==> config.mk <==
export PLATFORM = sky130hd
export DESIGN_NAME = radix_convert_to_digits
export DESIGN_NICKNAME = d
export VERILOG_FILES = /design/src/rtl/rdc_pkg.sv /design/src/rtl/radix_convert_to_digits.sv /design/src/rtl/rdc_front.sv /design/src/rtl/rdc_queue.sv /design/src/rtl/rdc_back.sv
export SDC_FILE = /design/constraint.sdc
export NUM_CORES = 2
export LEC_CHECK = 0
export ABC_AREA = 1
export BUFFER_PORTS_ARGS = -buffer_cell sky130_fd_sc_hd__buf_4
export CAP_MARGIN = 10
export CORE_UTILIZATION = 35
export DETAILED_ROUTE_END_ITERATION = 10
export PLACE_DENSITY = 0.48
export RECOVER_POWER = 50
export SLEW_MARGIN = 0
export SYNTH_ARGS = -nofsm -noshare
export SYNTH_HDL_FRONTEND = slang
export SYNTH_HIERARCHICAL = 1
export SYNTH_SLANG_ARGS = --single-unit
==> constraint.sdc <==
create_clock -name clk_i -period 7.7 [get_ports clk_i]
set_input_delay 1.155 -clock clk_i [delete_from_list [all_inputs] [get_ports clk_i]]
set_output_delay 1.155 -clock clk_i [all_outputs]
set_load 0.005 [all_outputs]
==> src/rtl/rdc_pkg.sv <==
package rdc_pkg;

  localparam int VALUE_BITS  = 31;
  localparam int STACK_DEPTH = 32;
  localparam int QUEUE_DEPTH = 2;

  localparam int RADIX_W     = 6;
  localparam int DIGIT_W     = 6;
  localparam int CHAR_W      = 7;
  localparam int APB_AW      = 2;
  localparam int APB_DW      = 32;

  localparam int STACK_AW    = $clog2(STACK_DEPTH);
  localparam int CNT_W       = $clog2(STACK_DEPTH + 1);
  localparam int QPTR_W      = $clog2(QUEUE_DEPTH);
  localparam int QCNT_W      = $clog2(QUEUE_DEPTH + 1);
  localparam int CALC_W      = (VALUE_BITS > CHAR_W) ? VALUE_BITS : CHAR_W;

  localparam logic [RADIX_W-1:0] RADIX_MIN   = 6'd2;
  localparam logic [RADIX_W-1:0] RADIX_MAX   = 6'd36;
  localparam logic [RADIX_W-1:0] RADIX_RESET = 6'd10;
  localparam logic [DIGIT_W-1:0] DEC_LIMIT   = 6'd10;
  localparam logic [CHAR_W-1:0]  ZERO_CHAR   = 7'h30;
  localparam logic [CHAR_W-1:0]  ALPHA_BASE  = 7'h61;

  localparam logic [APB_AW-1:0]  ADDR_RADIX  = 2'd0;

  localparam logic [63:0] VAL_SPAN = 64'd1 << VALUE_BITS;

  // Scaled reciprocals floor(2^VALUE_BITS / r); the quotient estimate is low by at most one.
  localparam logic [VALUE_BITS-1:0] RECIP_TBL [37] = '{
    '0, '0,
    VALUE_BITS'(VAL_SPAN / 2),  VALUE_BITS'(VAL_SPAN / 3),  VALUE_BITS'(VAL_SPAN / 4),
    VALUE_BITS'(VAL_SPAN / 5),  VALUE_BITS'(VAL_SPAN / 6),  VALUE_BITS'(VAL_SPAN / 7),
    VALUE_BITS'(VAL_SPAN / 8),  VALUE_BITS'(VAL_SPAN / 9),  VALUE_BITS'(VAL_SPAN / 10),
    VALUE_BITS'(VAL_SPAN / 11), VALUE_BITS'(VAL_SPAN / 12), VALUE_BITS'(VAL_SPAN / 13),
    VALUE_BITS'(VAL_SPAN / 14), VALUE_BITS'(VAL_SPAN / 15), VALUE_BITS'(VAL_SPAN / 16),
    VALUE_BITS'(VAL_SPAN / 17), VALUE_BITS'(VAL_SPAN / 18), VALUE_BITS'(VAL_SPAN / 19),
    VALUE_BITS'(VAL_SPAN / 20), VALUE_BITS'(VAL_SPAN / 21), VALUE_BITS'(VAL_SPAN / 22),
    VALUE_BITS'(VAL_SPAN / 23), VALUE_BITS'(VAL_SPAN / 24), VALUE_BITS'(VAL_SPAN / 25),
    VALUE_BITS'(VAL_SPAN / 26), VALUE_BITS'(VAL_SPAN / 27), VALUE_BITS'(VAL_SPAN / 28),
    VALUE_BITS'(VAL_SPAN / 29), VALUE_BITS'(VAL_SPAN / 30), VALUE_BITS'(VAL_SPAN / 31),
    VALUE_BITS'(VAL_SPAN / 32), VALUE_BITS'(VAL_SPAN / 33), VALUE_BITS'(VAL_SPAN / 34),
    VALUE_BITS'(VAL_SPAN / 35), VALUE_BITS'(VAL_SPAN / 36)
  };

  typedef struct packed {
    logic [VALUE_BITS-1:0] value;
    logic [RADIX_W-1:0]    radix;
    logic [VALUE_BITS-1:0] recip;
  } rdc_entry_t;

endpackage

==> src/rtl/radix_convert_to_digits.sv <==
// An accepted request is registered in the front stage, held in the queue, then
// loaded by the back end. Each digit is divided by a reciprocal multiply, then a
// remainder correction, then read from the digit stack and presented; a stalled
// output holds the back end. The back end takes a new request only once the last
// digit of the previous one is presented, since divider and stack port are shared.
// Reset: the radix register returns to ten, the queue and digit count are emptied, and the
// digit stack contents stay undefined until written.
module radix_convert_to_digits
  import rdc_pkg::*;
(
  input  logic                  clk_i,
  input  logic                  rst_ni,
  input  logic                  psel,
  input  logic                  penable,
  input  logic                  pwrite,
  input  logic [APB_AW-1:0]     paddr,
  input  logic [APB_DW-1:0]     pwdata,
  output logic [APB_DW-1:0]     prdata,
  output logic                  pready,
  input  logic                  in_valid_i,
  output logic                  in_ready_o,
  input  logic [VALUE_BITS-1:0] value_i,
  output logic                  out_valid_o,
  input  logic                  out_ready_i,
  output logic [CHAR_W-1:0]     digit_char_o,
  output logic [DIGIT_W-1:0]    digit_value_o,
  output logic                  last_digit_o
);

  logic [RADIX_W-1:0] radix_q;
  logic [RADIX_W-1:0] radix_d;
  logic [RADIX_W-1:0] wr_radix;
  logic               radix_we;
  logic               fq_valid;
  logic               fq_ready;
  rdc_entry_t         fq_entry;
  logic               qb_valid;
  logic               qb_ready;
  rdc_entry_t         qb_entry;

  assign pready   = 1'b1;
  assign prdata   = APB_DW'(radix_q);
  assign wr_radix = pwdata[RADIX_W-1:0];
  assign radix_we = psel && penable && pwrite && pready && (paddr == ADDR_RADIX);

  always_comb begin
    if (wr_radix < RADIX_MIN) begin
      radix_d = RADIX_MIN;
    end else if (wr_radix > RADIX_MAX) begin
      radix_d = RADIX_MAX;
    end else begin
      radix_d = wr_radix;
    end
  end

  always_ff @(posedge clk_i or negedge rst_ni) begin
    if (!rst_ni) begin
      radix_q <= RADIX_RESET;
    end else if (radix_we) begin
      radix_q <= radix_d;
    end
  end

  rdc_front u_front (
    .clk_i      (clk_i),
    .rst_ni     (rst_ni),
    .in_valid_i (in_valid_i),
    .in_ready_o (in_ready_o),
    .value_i    (value_i),
    .radix_i    (radix_q),
    .q_valid_o  (fq_valid),
    .q_ready_i  (fq_ready),
    .q_entry_o  (fq_entry)
  );

  rdc_queue u_queue (
    .clk_i        (clk_i),
    .rst_ni       (rst_ni),
    .push_valid_i (fq_valid),
    .push_ready_o (fq_ready),
    .push_entry_i (fq_entry),
    .pop_valid_o  (qb_valid),
    .pop_ready_i  (qb_ready),
    .pop_entry_o  (qb_entry)
  );

  rdc_back u_back (
    .clk_i         (clk_i),
    .rst_ni        (rst_ni),
    .q_valid_i     (qb_valid),
    .q_ready_o     (qb_ready),
    .q_entry_i     (qb_entry),
    .out_valid_o   (out_valid_o),
    .out_ready_i   (out_ready_i),
    .digit_char_o  (digit_char_o),
    .digit_value_o (digit_value_o),
    .last_digit_o  (last_digit_o)
  );

endmodule

==> src/rtl/rdc_front.sv <==
module rdc_front
  import rdc_pkg::*;
(
  input  logic                  clk_i,
  input  logic                  rst_ni,
  input  logic                  in_valid_i,
  output logic                  in_ready_o,
  input  logic [VALUE_BITS-1:0] value_i,
  input  logic [RADIX_W-1:0]    radix_i,
  output logic                  q_valid_o,
  input  logic                  q_ready_i,
  output rdc_entry_t            q_entry_o
);

  logic       full_q;
  rdc_entry_t entry_q;

  assign in_ready_o = !full_q || q_ready_i;
  assign q_valid_o  = full_q;
  assign q_entry_o  = entry_q;

  always_ff @(posedge clk_i or negedge rst_ni) begin
    if (!rst_ni) begin
      full_q <= 1'b0;
    end else if (in_ready_o) begin
      full_q <= in_valid_i;
    end
  end

  always_ff @(posedge clk_i) begin
    if (in_valid_i && in_ready_o) begin
      entry_q.value <= value_i;
      entry_q.radix <= radix_i;
      entry_q.recip <= RECIP_TBL[radix_i];
    end
  end

endmodule

==> src/rtl/rdc_queue.sv <==
module rdc_queue
  import rdc_pkg::*;
(
  input  logic       clk_i,
  input  logic       rst_ni,
  input  logic       push_valid_i,
  output logic       push_ready_o,
  input  rdc_entry_t push_entry_i,
  output logic       pop_valid_o,
  input  logic       pop_ready_i,
  output rdc_entry_t pop_entry_o
);

  rdc_entry_t        slot_q [QUEUE_DEPTH];
  logic [QPTR_W-1:0] wr_ptr_q;
  logic [QPTR_W-1:0] rd_ptr_q;
  logic [QCNT_W-1:0] cnt_q;
  logic              push;
  logic              pop;

  assign push_ready_o = cnt_q != QCNT_W'(QUEUE_DEPTH);
  assign pop_valid_o  = cnt_q != '0;
  assign pop_entry_o  = slot_q[rd_ptr_q];
  assign push         = push_valid_i && push_ready_o;
  assign pop          = pop_valid_o && pop_ready_i;

  always_ff @(posedge clk_i or negedge rst_ni) begin
    if (!rst_ni) begin
      wr_ptr_q <= '0;
      rd_ptr_q <= '0;
      cnt_q    <= '0;
    end else begin
      if (push) begin
        wr_ptr_q <= (wr_ptr_q == QPTR_W'(QUEUE_DEPTH - 1)) ? '0 : wr_ptr_q + QPTR_W'(1);
      end
      if (pop) begin
        rd_ptr_q <= (rd_ptr_q == QPTR_W'(QUEUE_DEPTH - 1)) ? '0 : rd_ptr_q + QPTR_W'(1);
      end
      if (push && !pop) begin
        cnt_q <= cnt_q + QCNT_W'(1);
      end else if (pop && !push) begin
        cnt_q <= cnt_q - QCNT_W'(1);
      end
    end
  end

  always_ff @(posedge clk_i) begin
    if (push) begin
      slot_q[wr_ptr_q] <= push_entry_i;
    end
  end

endmodule

==> src/rtl/rdc_back.sv <==
module rdc_back
  import rdc_pkg::*;
(
  input  logic               clk_i,
  input  logic               rst_ni,
  input  logic               q_valid_i,
  output logic               q_ready_o,
  input  rdc_entry_t         q_entry_i,
  output logic               out_valid_o,
  input  logic               out_ready_i,
  output logic [CHAR_W-1:0]  digit_char_o,
  output logic [DIGIT_W-1:0] digit_value_o,
  output logic               last_digit_o
);

  typedef enum logic [2:0] {
    S_IDLE,
    S_MUL,
    S_DIV,
    S_READ,
    S_SEND
  } state_e;

  state_e                    state_q;
  logic [CNT_W-1:0]          cnt_q;
  logic [VALUE_BITS-1:0]     val_q;
  logic [RADIX_W-1:0]        radix_q;
  logic [VALUE_BITS-1:0]     recip_q;
  logic [2*VALUE_BITS-1:0]   prod_q;
  logic [DIGIT_W-1:0]        rd_digit_q;
  logic                      out_valid_q;
  logic [CHAR_W-1:0]         char_q;
  logic [DIGIT_W-1:0]        dval_q;
  logic                      last_q;

  logic [DIGIT_W-1:0]        stack_mem [STACK_DEPTH];

  logic [VALUE_BITS-1:0]     quot_est;
  logic [VALUE_BITS-1:0]     quot;
  logic [CALC_W-1:0]         qr;
  logic [CALC_W-1:0]         rem_raw;
  logic [CALC_W-1:0]         rem_fix;
  logic                      rem_big;
  logic                      push_en;
  logic [CNT_W-1:0]          cnt_dec;
  logic                      send_ok;
  logic [CHAR_W-1:0]         char_d;

  assign quot_est = prod_q[2*VALUE_BITS-1:VALUE_BITS];
  assign qr       = CALC_W'(quot_est) * CALC_W'(radix_q);
  assign rem_raw  = CALC_W'(val_q) - qr;
  assign rem_big  = rem_raw >= CALC_W'(radix_q);
  assign rem_fix  = rem_big ? rem_raw - CALC_W'(radix_q) : rem_raw;
  assign quot     = rem_big ? quot_est + VALUE_BITS'(1) : quot_est;
  assign push_en  = (state_q == S_DIV) && (cnt_q < CNT_W'(STACK_DEPTH));
  assign cnt_dec  = cnt_q - CNT_W'(1);
  assign send_ok  = !out_valid_q || out_ready_i;
  assign char_d   = (rd_digit_q < DEC_LIMIT)
                  ? ZERO_CHAR + CHAR_W'(rd_digit_q)
                  : ALPHA_BASE + CHAR_W'(rd_digit_q) - CHAR_W'(DEC_LIMIT);

  assign q_ready_o     = state_q == S_IDLE;
  assign out_valid_o   = out_valid_q;
  assign digit_char_o  = char_q;
  assign digit_value_o = dval_q;
  assign last_digit_o  = last_q;

  always_ff @(posedge clk_i) begin
    if (push_en) begin
      stack_mem[cnt_q[STACK_AW-1:0]] <= DIGIT_W'(rem_fix);
    end
    if (state_q == S_READ) begin
      rd_digit_q <= stack_mem[cnt_dec[STACK_AW-1:0]];
    end
  end

  always_ff @(posedge clk_i) begin
    if (state_q == S_IDLE && q_valid_i) begin
      val_q   <= q_entry_i.value;
      radix_q <= q_entry_i.radix;
      recip_q <= q_entry_i.recip;
    end
    if (state_q == S_MUL) begin
      prod_q <= (2*VALUE_BITS)'(val_q) * (2*VALUE_BITS)'(recip_q);
    end
    if (state_q == S_DIV) begin
      val_q <= quot;
    end
  end

  always_ff @(posedge clk_i or negedge rst_ni) begin
    if (!rst_ni) begin
      state_q     <= S_IDLE;
      cnt_q       <= '0;
      out_valid_q <= 1'b0;
      char_q      <= '0;
      dval_q      <= '0;
      last_q      <= 1'b0;
    end else begin
      if (state_q == S_SEND && send_ok) begin
        out_valid_q <= 1'b1;
      end else if (out_valid_q && out_ready_i) begin
        out_valid_q <= 1'b0;
      end
      unique case (state_q)
        S_IDLE: begin
          if (q_valid_i) begin
            cnt_q   <= '0;
            state_q <= S_MUL;
          end
        end
        S_MUL: begin
          state_q <= S_DIV;
        end
        S_DIV: begin
          if (push_en) begin
            cnt_q <= cnt_q + CNT_W'(1);
          end
          state_q <= (quot == '0) ? S_READ : S_MUL;
        end
        S_READ: begin
          cnt_q   <= cnt_dec;
          state_q <= S_SEND;
        end
        S_SEND: begin
          if (send_ok) begin
            char_q      <= char_d;
            dval_q      <= rd_digit_q;
            last_q      <= cnt_q == '0;
            state_q     <= (cnt_q == '0) ? S_IDLE : S_READ;
          end
        end
        default: begin
          state_q <= S_IDLE;
        end
      endcase
    end
  end

endmodule

==> metrics.csv <==
stage;metric;value;unit
global_route;initial antenna violation count;3;
logic_synthesis;EDFF count, synth;501;
final_layout;fin nets;8401;
global_route;GR Layer Usage met2;0.345;
critical_path;Worst Path Buf+Inv;10;
final_layout;fin cells;9397;
die;Die H;417;um
logic_synthesis;YS warnings;6;
final_layout;layout cell share with drive strength beyond 1;0.0899;
critical_path;CP max stage cell;fa_1;
clock_tree;CTS HTree Levels;2;
critical_path;CP startpoint;u_back/val_q[7];
global_route;vias in the first global route;46826;
final_layout;post-route cell area;68300;sq um
critical_path;largest delay contributor family on the critical path;adder cells;
global_route;GR Util met1;0.277;
critical_path;crit end category;flip-flop;
logic_synthesis;Yosys reg bits;536;
min_path;hold path endpoint;u_queue/slot_q[0][1];
critical_path;setup slack, reg-to-reg;0.09;ns
drt;Starting DRT DRC Count;2976;
timing;achievable frequency;131;MHz
timing;RSZ-0062 raised after global routing;yes;
clock_tree;CTS tree;done;
logic_synthesis;synthesized area;60400;sq um
clock_tree;root buffer cell;clkbuf_16;
min_path;Hold Startpoint;u_front/q_entry_o[1];
run;max_cap viols;11;
clock_tree;Max Root-Sink Buffers;3;
global_route;pin count of the biggest net entering global routing;62;
drt;Routed Antenna Nets;0;
timing;Clock Skew;0.0573;ns
timing;actual slew at the worst max-slew pin;3.89;ns
timing;setup TNS;0;ns
logic_synthesis;Mapped Cells;6871;
logic_synthesis;synth unique cells;57;
logic_synthesis;share of the synthesized area in the top cell type;0.321;
drt;WL/cell;18.6;um
critical_path;max incr delay on CP;0.56;ns
final_layout;area grow syn2layout;13.2;%
critical_path;crit path max fanout;6;
timing;Fin. Hold Viols;0;
clock_tree;CTS Buf Count;51;
placement;DP Wirelength;141000;um
global_route;met3 Use GR;0.0227;
final_layout;Reg area;15900;sq um
timing;Max Transition Viols Final;406;
die;I/O Pins;121;
critical_path;R2R depth;30;
logic_synthesis;most common cell in the netlist;nand2_1;
logic_synthesis;post-synth top area cell;fa_1;
timing;period utilisation layout;0.988;
logic_synthesis;synth top area cells;fa_1 (32%), edfxtp_1 (25%), nand2_1 (13%);
clock_tree;clock-pin slew on the worst setup and hold paths;0.07;ns
placement;I/O Buffers;67;
die;area of the core;172000;sq um
final_layout;Fillers;17394;
critical_path;Worst EP required;8.07;ns
critical_path;WP data arrival;7.98;ns
die;die area;174000;sq um
timing;Final min period;7.61;ns
global_route;first-pass GRT wire length;274000;um
logic_synthesis;post-synthesis async set-or-reset flop share;0.0653;
critical_path;CP dominant cell by count;fa_1;
logic_synthesis;Primary FF master, synth;edfxtp_1;
final_layout;multi-input logic area;37900;sq um
clock_tree;clock sink count;536;
drt;Vias per Instance;4.75;
placement;placed cell area;66000;sq um
min_path;Hold/Removal Path Class;flip-flop to flip-flop;
logic_synthesis;synth cell count leaders;nand2_1 (2093), inv_1 (1476), fa_1 (968);
drt;Via Count;44635;
critical_path;WS Path Type;flip-flop to flip-flop;
placement;GPL Wtd Cong;0.913;
timing;Final Setup Violations;0;
critical_path;CP startpoint kind;flip-flop;
logic_synthesis;average instance area after synthesis;8.79;sq um
global_route;GR peak layer;met2;
die;Die Wd;417;um
timing;Rel. slew slack;-1.59;
outcome;status;finished, violations left;
clock_tree;Clock Latency Late Sink;0.66;ns
drt;drt total wl;175000;um
die;Initial Utilization;0.352;
global_route;GRT Total Usage;0.205;
placement;placed cell count;9281;
critical_path;R2R Path Start;u_back/val_q[7];
die;row count;152;
drt;drt drc;0;
global_route;GRT overflow;0;
drt;drt first pass iters;6;
outcome;failing checks;max-capacitance violations, max-slew violations;
critical_path;worst r2r dst;u_back/prod_q[51];
min_path;Hold Crit Depth;0;
logic_synthesis;register area share after synthesis;0.264;
-- worst reg2reg max path, delay by kind of cell, from the launching register on --
kind	cells	cell delay (ns)
buffers and inverters	10	0.99
AOI/OAI and AO/OA	2	0.39
DFF	1	0.52
adders and majority gates	9	4.48
and+or+nand+nor	8	0.86
xor gates and xnor gates	1	0.12
-- placed cells by master, fill, tap and decap left out, drive strengths merged, types with 124 or more instances in the layout --
cell,netlist,routed
fa,968,968
nand2,2097,2097
ha,317,317
inv,1485,1487
nor2,370,370
clkbuf,275,124
nand3,154,154
buf,76,383
o21ai,139,139
edfxtp,501,501
-- metrics by stage --
| step | utilization | hold WS [ns] | setup WS (ns) |
|---|---|---|---|
| 6_report | 0.398 | 0.419 | 0.0927 |
| 3_3_place_gp | 0.385 | 0.423 | -0.283 |
| 4_1_cts | 0.396 | 0.406 | 0.00226 |
| 5_1_grt | 0.398 | 0.433 | -0.168 |
| 2_1_floorplan | - | 0.421 | 0.458 |
| 3_5_place_dp | 0.385 | 0.430 | -0.277 |
-- routing by layer --
metal / vias up / wire length, um
met5: - / 0
met4: 0 / 5330
met3: 224 / 8160
li1: 20895 / -
met1: 22529 / 78000
met2: 987 / 83600
-- logic make-up after synthesis --
| group | after synthesis | share of synthesized area |
|---|---|---|
| buffers and inverters | 1836 | 0.117 |
| AND/OR/NAND/NOR | 2712 | 0.176 |
| multiplexers | 23 | 0.00388 |
| adder cells (fa/ha/maj) | 1285 | 0.387 |
| other | 2 | 0.000124 |
| XOR/XNOR | 89 | 0.0129 |
| flip-flops | 536 | 0.264 |
| AO/OA/AOI/OAI | 388 | 0.0389 |
-- worst max-delay path by stage --
stage / to / slack, ns / cells past startpoint
3_5_place_dp: u_back/prod_q[58] / -0.28 / 30
4_1_cts: u_back/prod_q[59] / 0.002 / 28
2_1_floorplan: u_back/prod_q[60] / 0.46 / 31
3_3_place_gp: u_back/prod_q[60] / -0.28 / 32
6_report: u_back/prod_q[51] / 0.09 / 30
5_1_grt: u_back/prod_q[51] / -0.17 / 32
-- final cells by class --
cell class / count / area share
clock inverters: 34 / 0.00584
multi-input cells: 4524 / 0.555
diodes: 1 / 0.0000366
well taps: 2310 / 0.0423
inverters: 1485 / 0.0816
flip-flops and latches: 536 / 0.233
repair buffers: 446 / 0.0626
clock buffers: 61 / 0.0198
-- flip-flops by register name (all words and copies together), names as in the netlist --
| name | count |
|---|---|
| radix_q | 6 |
| u_back/cnt_q | 6 |
| u_back/digit_char_o | 7 |
| u_back/digit_value_o | 6 |
| u_back/last_digit_o | 1 |
| u_back/out_valid_o | 1 |
| u_back/prod_q | 31 |
| u_back/radix_q | 6 |
| u_back/rd_digit_q | 6 |
| u_back/recip_q | 31 |
| u_back/stack_mem | 192 |
| u_back/state_q | 3 |
| u_back/val_q | 31 |
| u_front/q_entry_o | 68 |
| u_front/q_valid_o | 1 |
| u_queue/cnt_q | 2 |
| u_queue/rd_ptr_q | 1 |
| u_queue/slot_q | 136 |
| u_queue/wr_ptr_q | 1 |
-- what timing repair did --
item                       CTS  global route
hold buffers                 0             0
buffers inserted             1            17
gates cloned                 0             2
pin swaps                    6            40
gates resized for setup     20            99
setup endpoints to repair   12            17
Power is not shown: default switching activity piles up to over one toggle a cycle in this logic, so the estimate is an artifact.
